**src/design/hsg_pkg.sv**
```systemverilog
// shared constants, prime table and types of the halton sequence generator
`default_nettype none

package hsg_pkg;

    // field and datapath widths
    localparam int INDEX_W       = 31;  // running sequence index
    localparam int BASE_W        = 9;   // prime base, largest is 281
    localparam int DEN_W         = 40;  // base^digits stays below 2^40
    localparam int FRACTION_BITS = 32;  // result fraction bits
    localparam int DIM_W         = 6;   // dimension number
    localparam int POS_W         = DIM_W + 1;
    localparam int CNT_W         = 5;   // step counter of the engine

    // prime table
    localparam int TABLE_SIZE  = 48;
    localparam int PRIME_COUNT = 48;

    localparam logic [BASE_W-1:0] PRIME_TABLE [TABLE_SIZE] = '{
        9'd41,  9'd43,  9'd47,  9'd53,  9'd59,  9'd61,  9'd67,  9'd71,
        9'd73,  9'd79,  9'd83,  9'd89,  9'd97,  9'd101, 9'd103, 9'd107,
        9'd109, 9'd113, 9'd127, 9'd131, 9'd137, 9'd139, 9'd149, 9'd151,
        9'd157, 9'd163, 9'd167, 9'd173, 9'd179, 9'd181, 9'd191, 9'd193,
        9'd197, 9'd199, 9'd211, 9'd223, 9'd227, 9'd229, 9'd233, 9'd239,
        9'd241, 9'd251, 9'd257, 9'd263, 9'd269, 9'd271, 9'd277, 9'd281
    };

    // last step of a digit division and of the fraction division
    localparam logic [CNT_W-1:0] DIV_LAST  = CNT_W'(INDEX_W - 1);
    localparam logic [CNT_W-1:0] FRAC_LAST = CNT_W'(FRACTION_BITS - 1);

    // configuration port
    localparam int CFG_IDX_W  = 2;
    localparam int CFG_DATA_W = 6;
    localparam logic [CFG_IDX_W-1:0] REG_NUM_DIMS    = 2'd0;
    localparam logic [CFG_IDX_W-1:0] REG_FIRST_PRIME = 2'd1;

    // request to the radical inverse engine
    typedef struct packed {
        logic              start;
        logic [INDEX_W-1:0] index;
        logic [BASE_W-1:0]  base;
    } t_ri_req;

    // response of the radical inverse engine
    typedef struct packed {
        logic                     done;
        logic [FRACTION_BITS-1:0] value;
    } t_ri_rsp;

    // result of the shared compare and subtract unit
    typedef struct packed {
        logic           ge;
        logic [DEN_W:0] diff;
    } t_sub_rsp;

    // prime base at a table position, zero past the table
    function automatic logic [BASE_W-1:0] prime_at(input logic [DIM_W-1:0] idx);
        logic [BASE_W-1:0] base;
        base = '0;
        for (int i = 0; i < TABLE_SIZE; i++) begin
            if (idx == DIM_W'(i)) begin
                base = PRIME_TABLE[i];
            end
        end
        return base;
    endfunction

endpackage

`default_nettype wire

```
**src/design/hsg_sub_unit.sv**
```systemverilog
// shared compare and subtract unit, one restoring division step
`default_nettype none

module hsg_sub_unit import hsg_pkg::*; (
    input  wire logic [DEN_W:0]   i_a,
    input  wire logic [DEN_W-1:0] i_d,
    output t_sub_rsp              o_rsp
);

    // partial remainder against divisor
    always_comb begin
        o_rsp.ge   = (i_a >= {1'b0, i_d});
        o_rsp.diff = i_a - {1'b0, i_d};
    end

endmodule

`default_nettype wire

```
**src/design/hsg_radinv.sv**
```systemverilog
// radical inverse engine: digit divisions and fraction division on one unit
`default_nettype none

module hsg_radinv import hsg_pkg::*; (
    input  wire logic i_clk,
    input  wire logic i_rst_n,
    input  t_ri_req   i_req,
    output t_ri_rsp   o_rsp
);

    typedef enum logic [2:0] {
        S_IDLE,
        S_DIV,
        S_ACC,
        S_FRAC,
        S_DONE
    } t_state;

    t_state                   r_state;
    logic [CNT_W-1:0]         r_cnt;
    logic [BASE_W-1:0]        r_base;
    logic [INDEX_W-1:0]       r_nq;
    logic [DEN_W-1:0]         r_rem;
    logic [DEN_W-1:0]         r_rev;
    logic [DEN_W-1:0]         r_den;
    logic [FRACTION_BITS-1:0] r_q;

    logic [DEN_W:0]           w_a;
    logic [DEN_W-1:0]         w_d;
    t_sub_rsp                 w_sub;
    logic [DEN_W-1:0]         w_rem_new;
    logic [DEN_W+BASE_W-1:0]  w_rev_prod;
    logic [DEN_W+BASE_W-1:0]  w_den_prod;

    // operand select: digit step divides by the base, fraction step by base^k
    always_comb begin
        if (r_state == S_DIV) begin
            w_a = {{(DEN_W-BASE_W){1'b0}}, r_rem[BASE_W-1:0], r_nq[INDEX_W-1]};
            w_d = {{(DEN_W-BASE_W){1'b0}}, r_base};
        end else begin
            w_a = {r_rem, 1'b0};
            w_d = r_den;
        end
    end

    hsg_sub_unit u_sub (
        .i_a   (w_a),
        .i_d   (w_d),
        .o_rsp (w_sub)
    );

    assign w_rem_new = w_sub.ge ? w_sub.diff[DEN_W-1:0] : w_a[DEN_W-1:0];

    // append the new digit to the reversed number and scale the denominator
    assign w_rev_prod = {{BASE_W{1'b0}}, r_rev} * {{DEN_W{1'b0}}, r_base}
                      + {{DEN_W{1'b0}}, r_rem[BASE_W-1:0]};
    assign w_den_prod = {{BASE_W{1'b0}}, r_den} * {{DEN_W{1'b0}}, r_base};

    // sequencer
    always_ff @(posedge i_clk) begin
        if (!i_rst_n) begin
            r_state <= S_IDLE;
            r_cnt   <= '0;
        end else begin
            unique case (r_state)
                S_IDLE: begin
                    if (i_req.start) begin
                        r_base <= i_req.base;
                        r_nq   <= i_req.index;
                        r_rem  <= '0;
                        r_rev  <= '0;
                        r_den  <= DEN_W'(1);
                        r_q    <= '0;
                        r_cnt  <= '0;
                        // index zero has no digits and maps to zero
                        r_state <= (i_req.index == '0) ? S_DONE : S_DIV;
                    end
                end
                S_DIV: begin
                    r_rem <= w_rem_new;
                    r_nq  <= {r_nq[INDEX_W-2:0], w_sub.ge};
                    if (r_cnt == DIV_LAST) begin
                        r_cnt   <= '0;
                        r_state <= S_ACC;
                    end else begin
                        r_cnt <= r_cnt + 1'b1;
                    end
                end
                S_ACC: begin
                    r_rev <= w_rev_prod[DEN_W-1:0];
                    r_den <= w_den_prod[DEN_W-1:0];
                    r_cnt <= '0;
                    if (r_nq == '0) begin
                        r_rem   <= w_rev_prod[DEN_W-1:0];
                        r_state <= S_FRAC;
                    end else begin
                        r_rem   <= '0;
                        r_state <= S_DIV;
                    end
                end
                S_FRAC: begin
                    r_rem <= w_rem_new;
                    r_q   <= {r_q[FRACTION_BITS-2:0], w_sub.ge};
                    if (r_cnt == FRAC_LAST) begin
                        r_cnt   <= '0;
                        r_state <= S_DONE;
                    end else begin
                        r_cnt <= r_cnt + 1'b1;
                    end
                end
                S_DONE: begin
                    r_state <= S_IDLE;
                end
                default: begin
                    r_state <= S_IDLE;
                end
            endcase
        end
    end

    // response
    always_comb begin
        o_rsp.done  = (r_state == S_DONE);
        o_rsp.value = r_q;
    end

endmodule

`default_nettype wire

```
**config.mk**
```make
export PLATFORM = sky130hd
export DESIGN_NAME = hsg_radinv
export DESIGN_NICKNAME = d
export VERILOG_FILES = /design/src/design/hsg_pkg.sv /design/src/design/hsg_sub_unit.sv /design/src/design/hsg_radinv.sv
export SDC_FILE = /design/constraint.sdc
export NUM_CORES = 2
export LEC_CHECK = 0
export BUFFER_PORTS_ARGS = -buffer_cell sky130_fd_sc_hd__clkbuf_2
export CORE_MARGIN = 1
export CORE_UTILIZATION = 50
export DETAILED_ROUTE_END_ITERATION = 16
export GPL_TIMING_DRIVEN = 1
export MAX_ROUTING_LAYER = met4
export PLACE_DENSITY = 0.69
export SYNTH_ARGS = -nofsm -noshare
export SYNTH_HDL_FRONTEND = slang
export SYNTH_SLANG_ARGS = --single-unit
```
**constraint.sdc**
```tcl
create_clock -name i_clk -period 5.6 [get_ports i_clk]
set_clock_uncertainty 0.1 [all_clocks]
set_input_delay 1.68 -clock i_clk [delete_from_list [all_inputs] [get_ports i_clk]]
set_output_delay 1.68 -clock i_clk [all_outputs]
set_load 0.005 [all_outputs]
```
==> results.cfg <==
[layout]
multiInputGateArea_sq_um = 22800
antenna-diode-count = 0
seq_area_sq_um = 5930
layout.cells.most_common_list = nand2_1 (538), fa_1 (470), inv_1 (353)
final_core_util = 0.604
layout.cells.most_common = nand2_1
net_total_in_the_final_layout = 4118
drive_gt1_frac = 0.187
layoutNonFillerInstCount = 4201
synthToLayoutAreaGrowth_pct = 18.5
fillers = 4754
design_area_sq_um = 35000

[synth]
synth_edf_count = 192
synth_top_flop_cell = edfxtp_1
yosysWarningCount = 0
ranking_of_synthesized_cells_by_area = fa_1 (32%), edfxtp_1 (19%), and2_1 (7.4%)
post_synth.cell_area_avg_sq_um = 9.34
synth_area_sq_um = 29600
yosys.cell_types.count = 73
postSynthRegisterBits = 200
yosysTopAreaCellShare = 0.322
synth-async-reset-ratio = 0
synth.yosys.seq_area_share = 0.200
synthCells = 3166
synthesis.nets = 3861
synth_area_leader_cell = fa_1

[power_and_ir_drop]
power.share.switching = 0.482
power_frac_comb = 0.857
power_switching_mw = 11.6
total_power_mw = 24.1
power.share.clock = 0.058
pwr_density_cell_nw_per_um2 = 687
ir_drop_mv = 0.653
power_report.internal_total_mw = 12.5
p_leak_nw = 16.2
sequential_cell_fraction_of_total_power = 0.085

[detailed_routing]
totalWireLength_microns = 80800
drt_iter0_markers = 1387
post_drt_wl_per_cell_microns = 19.2
num_vias = 23600
remaining_design_rule_violation_count = 0
routed_via_density = 5.62
postRouteAntennaNets = 0
detail_route.first_pass.iterations = 8

[critical_path]
timing_worst_setup_path_type = flip-flop to flip-flop
critPathLaunch = r_base[3]$_DFFE_PP_
worstReg2RegStart = r_base[3]$_DFFE_PP_
crit_required_ns = 5.72
crit_arrival_ns = 6.04
worst-path-max-fanout = 14
worst-r2r-cell-count = 18
r2r_setup_slack_ns = -0.31
crit_path_start_kind = flip-flop
max_incr_delay_on_cp_ns = 0.56
crit-reg2reg-capture = r_rem[37]$_DFFE_PP_
timing.critical_path.mode_cell = fa_1
worst_path_max_delay_cell = fa_1
worst_setup_path_endpoint = r_rem[37]$_DFFE_PP_
critical_path.cell_chain = buf_12 > nand2_1 > fa_1 > fa_1 > inv_1 > fa_1 > fa_1 > fa_1 > ha_2 > o41a_1 > a211o_4 > a31oi_4 > nor3_4 > a31o_4 > a21o_1 > a21oi_2 > xor2_1 > o22ai_1
timing.critical_path.to_type = flip-flop

[global_route]
antenna_found_initial = 0
first_global_vias = 25000
grt-ovfl-total = 0
pin_count_of_the_biggest_net_entering_global_routing = 70
global_route.usage.total = 0.285
global_route_wire_length_before_repair_microns = 130000

[clock_tree]
tritoncts_num_sinks = 200
cts.clk_slew.worst_paths_ns = 0.10
holdBufCountCts = 0
cts_tree = done
insertion_delay_ns = 0.52
cts-htree-levels = 4
cts_buffer_depth = 2
cts_made_buffers = 17
clockRootBuffer = clkbuf_16

[timing]
rsz0062_at_grt = true
finalWorstSetupSlack_ns = -0.314
finalSetupViolCount = 33
fin_crit_sh = 1.06
finalHoldViolCount = 0
final-max-slew-violation-count = 0
totalNegativeSetupSlack_ns = -5.76
timing.fmax_mhz = 169
finalCriticalPeriod_ns = 5.91
max-slew-margin-rel = 0.220
hold_slack_ns = 0.449
timing_worst_slew_pin_value_ns = 1.16

[placement]
io_buffer_count = 75
place_area_sq_um = 32600
routabilityCongestion = 0.940
dp_hpwl_microns = 61500
pre_cts_ws_ns = -0.436
post-place-cells = 4106

[floorplanning]
design.portCount = 76
core_area_sq_um = 58000
initial_core_util = 0.510
die_width_microns = 245
fp.dieArea_sq_um = 60100
die_y_microns = 245
rows = 88

[run]
drv_cap = 0

[outcome]
violations_in_the_final_reports = setup timing
run_status = finished, violations left

[hold_path]
timing.hold.worst.class = flip-flop to flip-flop
[logic make-up (layout without fill, tap and decap cells)]
family / Yosys count / count (layout) / share of synthesized area
compound gates: 419 / 419 / 0.0930
xor+xnor: 126 / 126 / 0.0376
fa+ha+maj: 652 / 652 / 0.397
buf+inv: 530 / 800 / 0.0680
flops: 200 / 200 / 0.200
mux: 12 / 12 / 0.00406
simple gates: 1227 / 1227 / 0.200
[Yosys cell counts (14+ instances only)]
cell and instances:
xnor2_1 73, inv_1 362, a21oi_1 112, o22ai_1 22, fa_1 476, nor2_1 127
ha_1 176, and3_1 41, nand4_1 17, edfxtp_1 192, buf_1 30, nor4_1 16
nor3_1 26, nor2b_1 14, nand3_1 24, a211oi_1 16, clkbuf_1 126, nand2b_1 19
xor2_1 52, nand2_1 559, o21ai_0 84, a31oi_1 14, and2_1 352, a21o_1 63
[metal layers]
layer	global-route usage	share of wire	up-vias
li1	-	-	10700
met1	0.351	0.40	12000
met2	0.483	0.51	730
met3	0.0292	0.047	160
met4	0.110	0.037	0
met5	-	0	-
[registers in the layout (all words and copies together) (netlist names)]
signal,flops
r_den,40
r_rem,40
r_rev,40
r_q,32
r_nq,31
r_base,9
r_cnt,5
r_state,3
[worst min-delay path by stage]
stage	startpoint	to	slack, ns	cells past startpoint
2_1_floorplan	r_nq[14]$_DFFE_PP_	r_nq[15]$_DFFE_PP_	0.41	2
3_3_place_gp	r_nq[18]$_DFFE_PP_	r_nq[19]$_DFFE_PP_	0.43	2
3_5_place_dp	r_nq[2]$_DFFE_PP_	r_nq[3]$_DFFE_PP_	0.43	2
4_1_cts	r_nq[16]$_DFFE_PP_	r_nq[17]$_DFFE_PP_	0.45	2
5_1_grt	r_nq[16]$_DFFE_PP_	r_nq[17]$_DFFE_PP_	0.48	2
6_report	r_nq[20]$_DFFE_PP_	r_nq[21]$_DFFE_PP_	0.45	2
[area by class of cell]
| type | count | area share |
|---|---|---|
| clock buffers | 17 | 0.0121 |
| clock inverters | 15 | 0.00625 |
| inverters | 362 | 0.0388 |
| multi-input cells | 2436 | 0.651 |
| flip-flops and latches | 200 | 0.169 |
| well taps | 765 | 0.0273 |
| repair buffers | 406 | 0.0958 |
[worst max-delay path: cells and delay by family (launching register included)]
family                     cells  cell delay, ns
AOI/OAI and AO/OA              7            1.73
xor gates and xnor gates       1            0.22
adders and majority gates      6            2.69
buffers and inverters          2            0.23
DFF                            1            0.44
and+or+nand+nor                2            0.17
[what timing repair did]
action / in CTS / in global routing
pin swaps: 91 / 67
endpoints found under the setup margin: 48 / 67
cloned: 5 / 2
buffers inserted: 36 / 24
resized for setup: 120 / 121
[power by group through the flow]
stage / Clock (mW) / Combinational [mW] / Sequential, mW
after floorplan: 0 / 11.0 / 1.98
after global placement: 0 / 16.6 / 2.07
after detailed placement: 0 / 16.9 / 2.07
after CTS: 1.43 / 18.8 / 2.04
after global routing: 1.46 / 22.4 / 2.06
final: 1.40 / 20.6 / 2.04
Power figures use the tool's default switching activity.
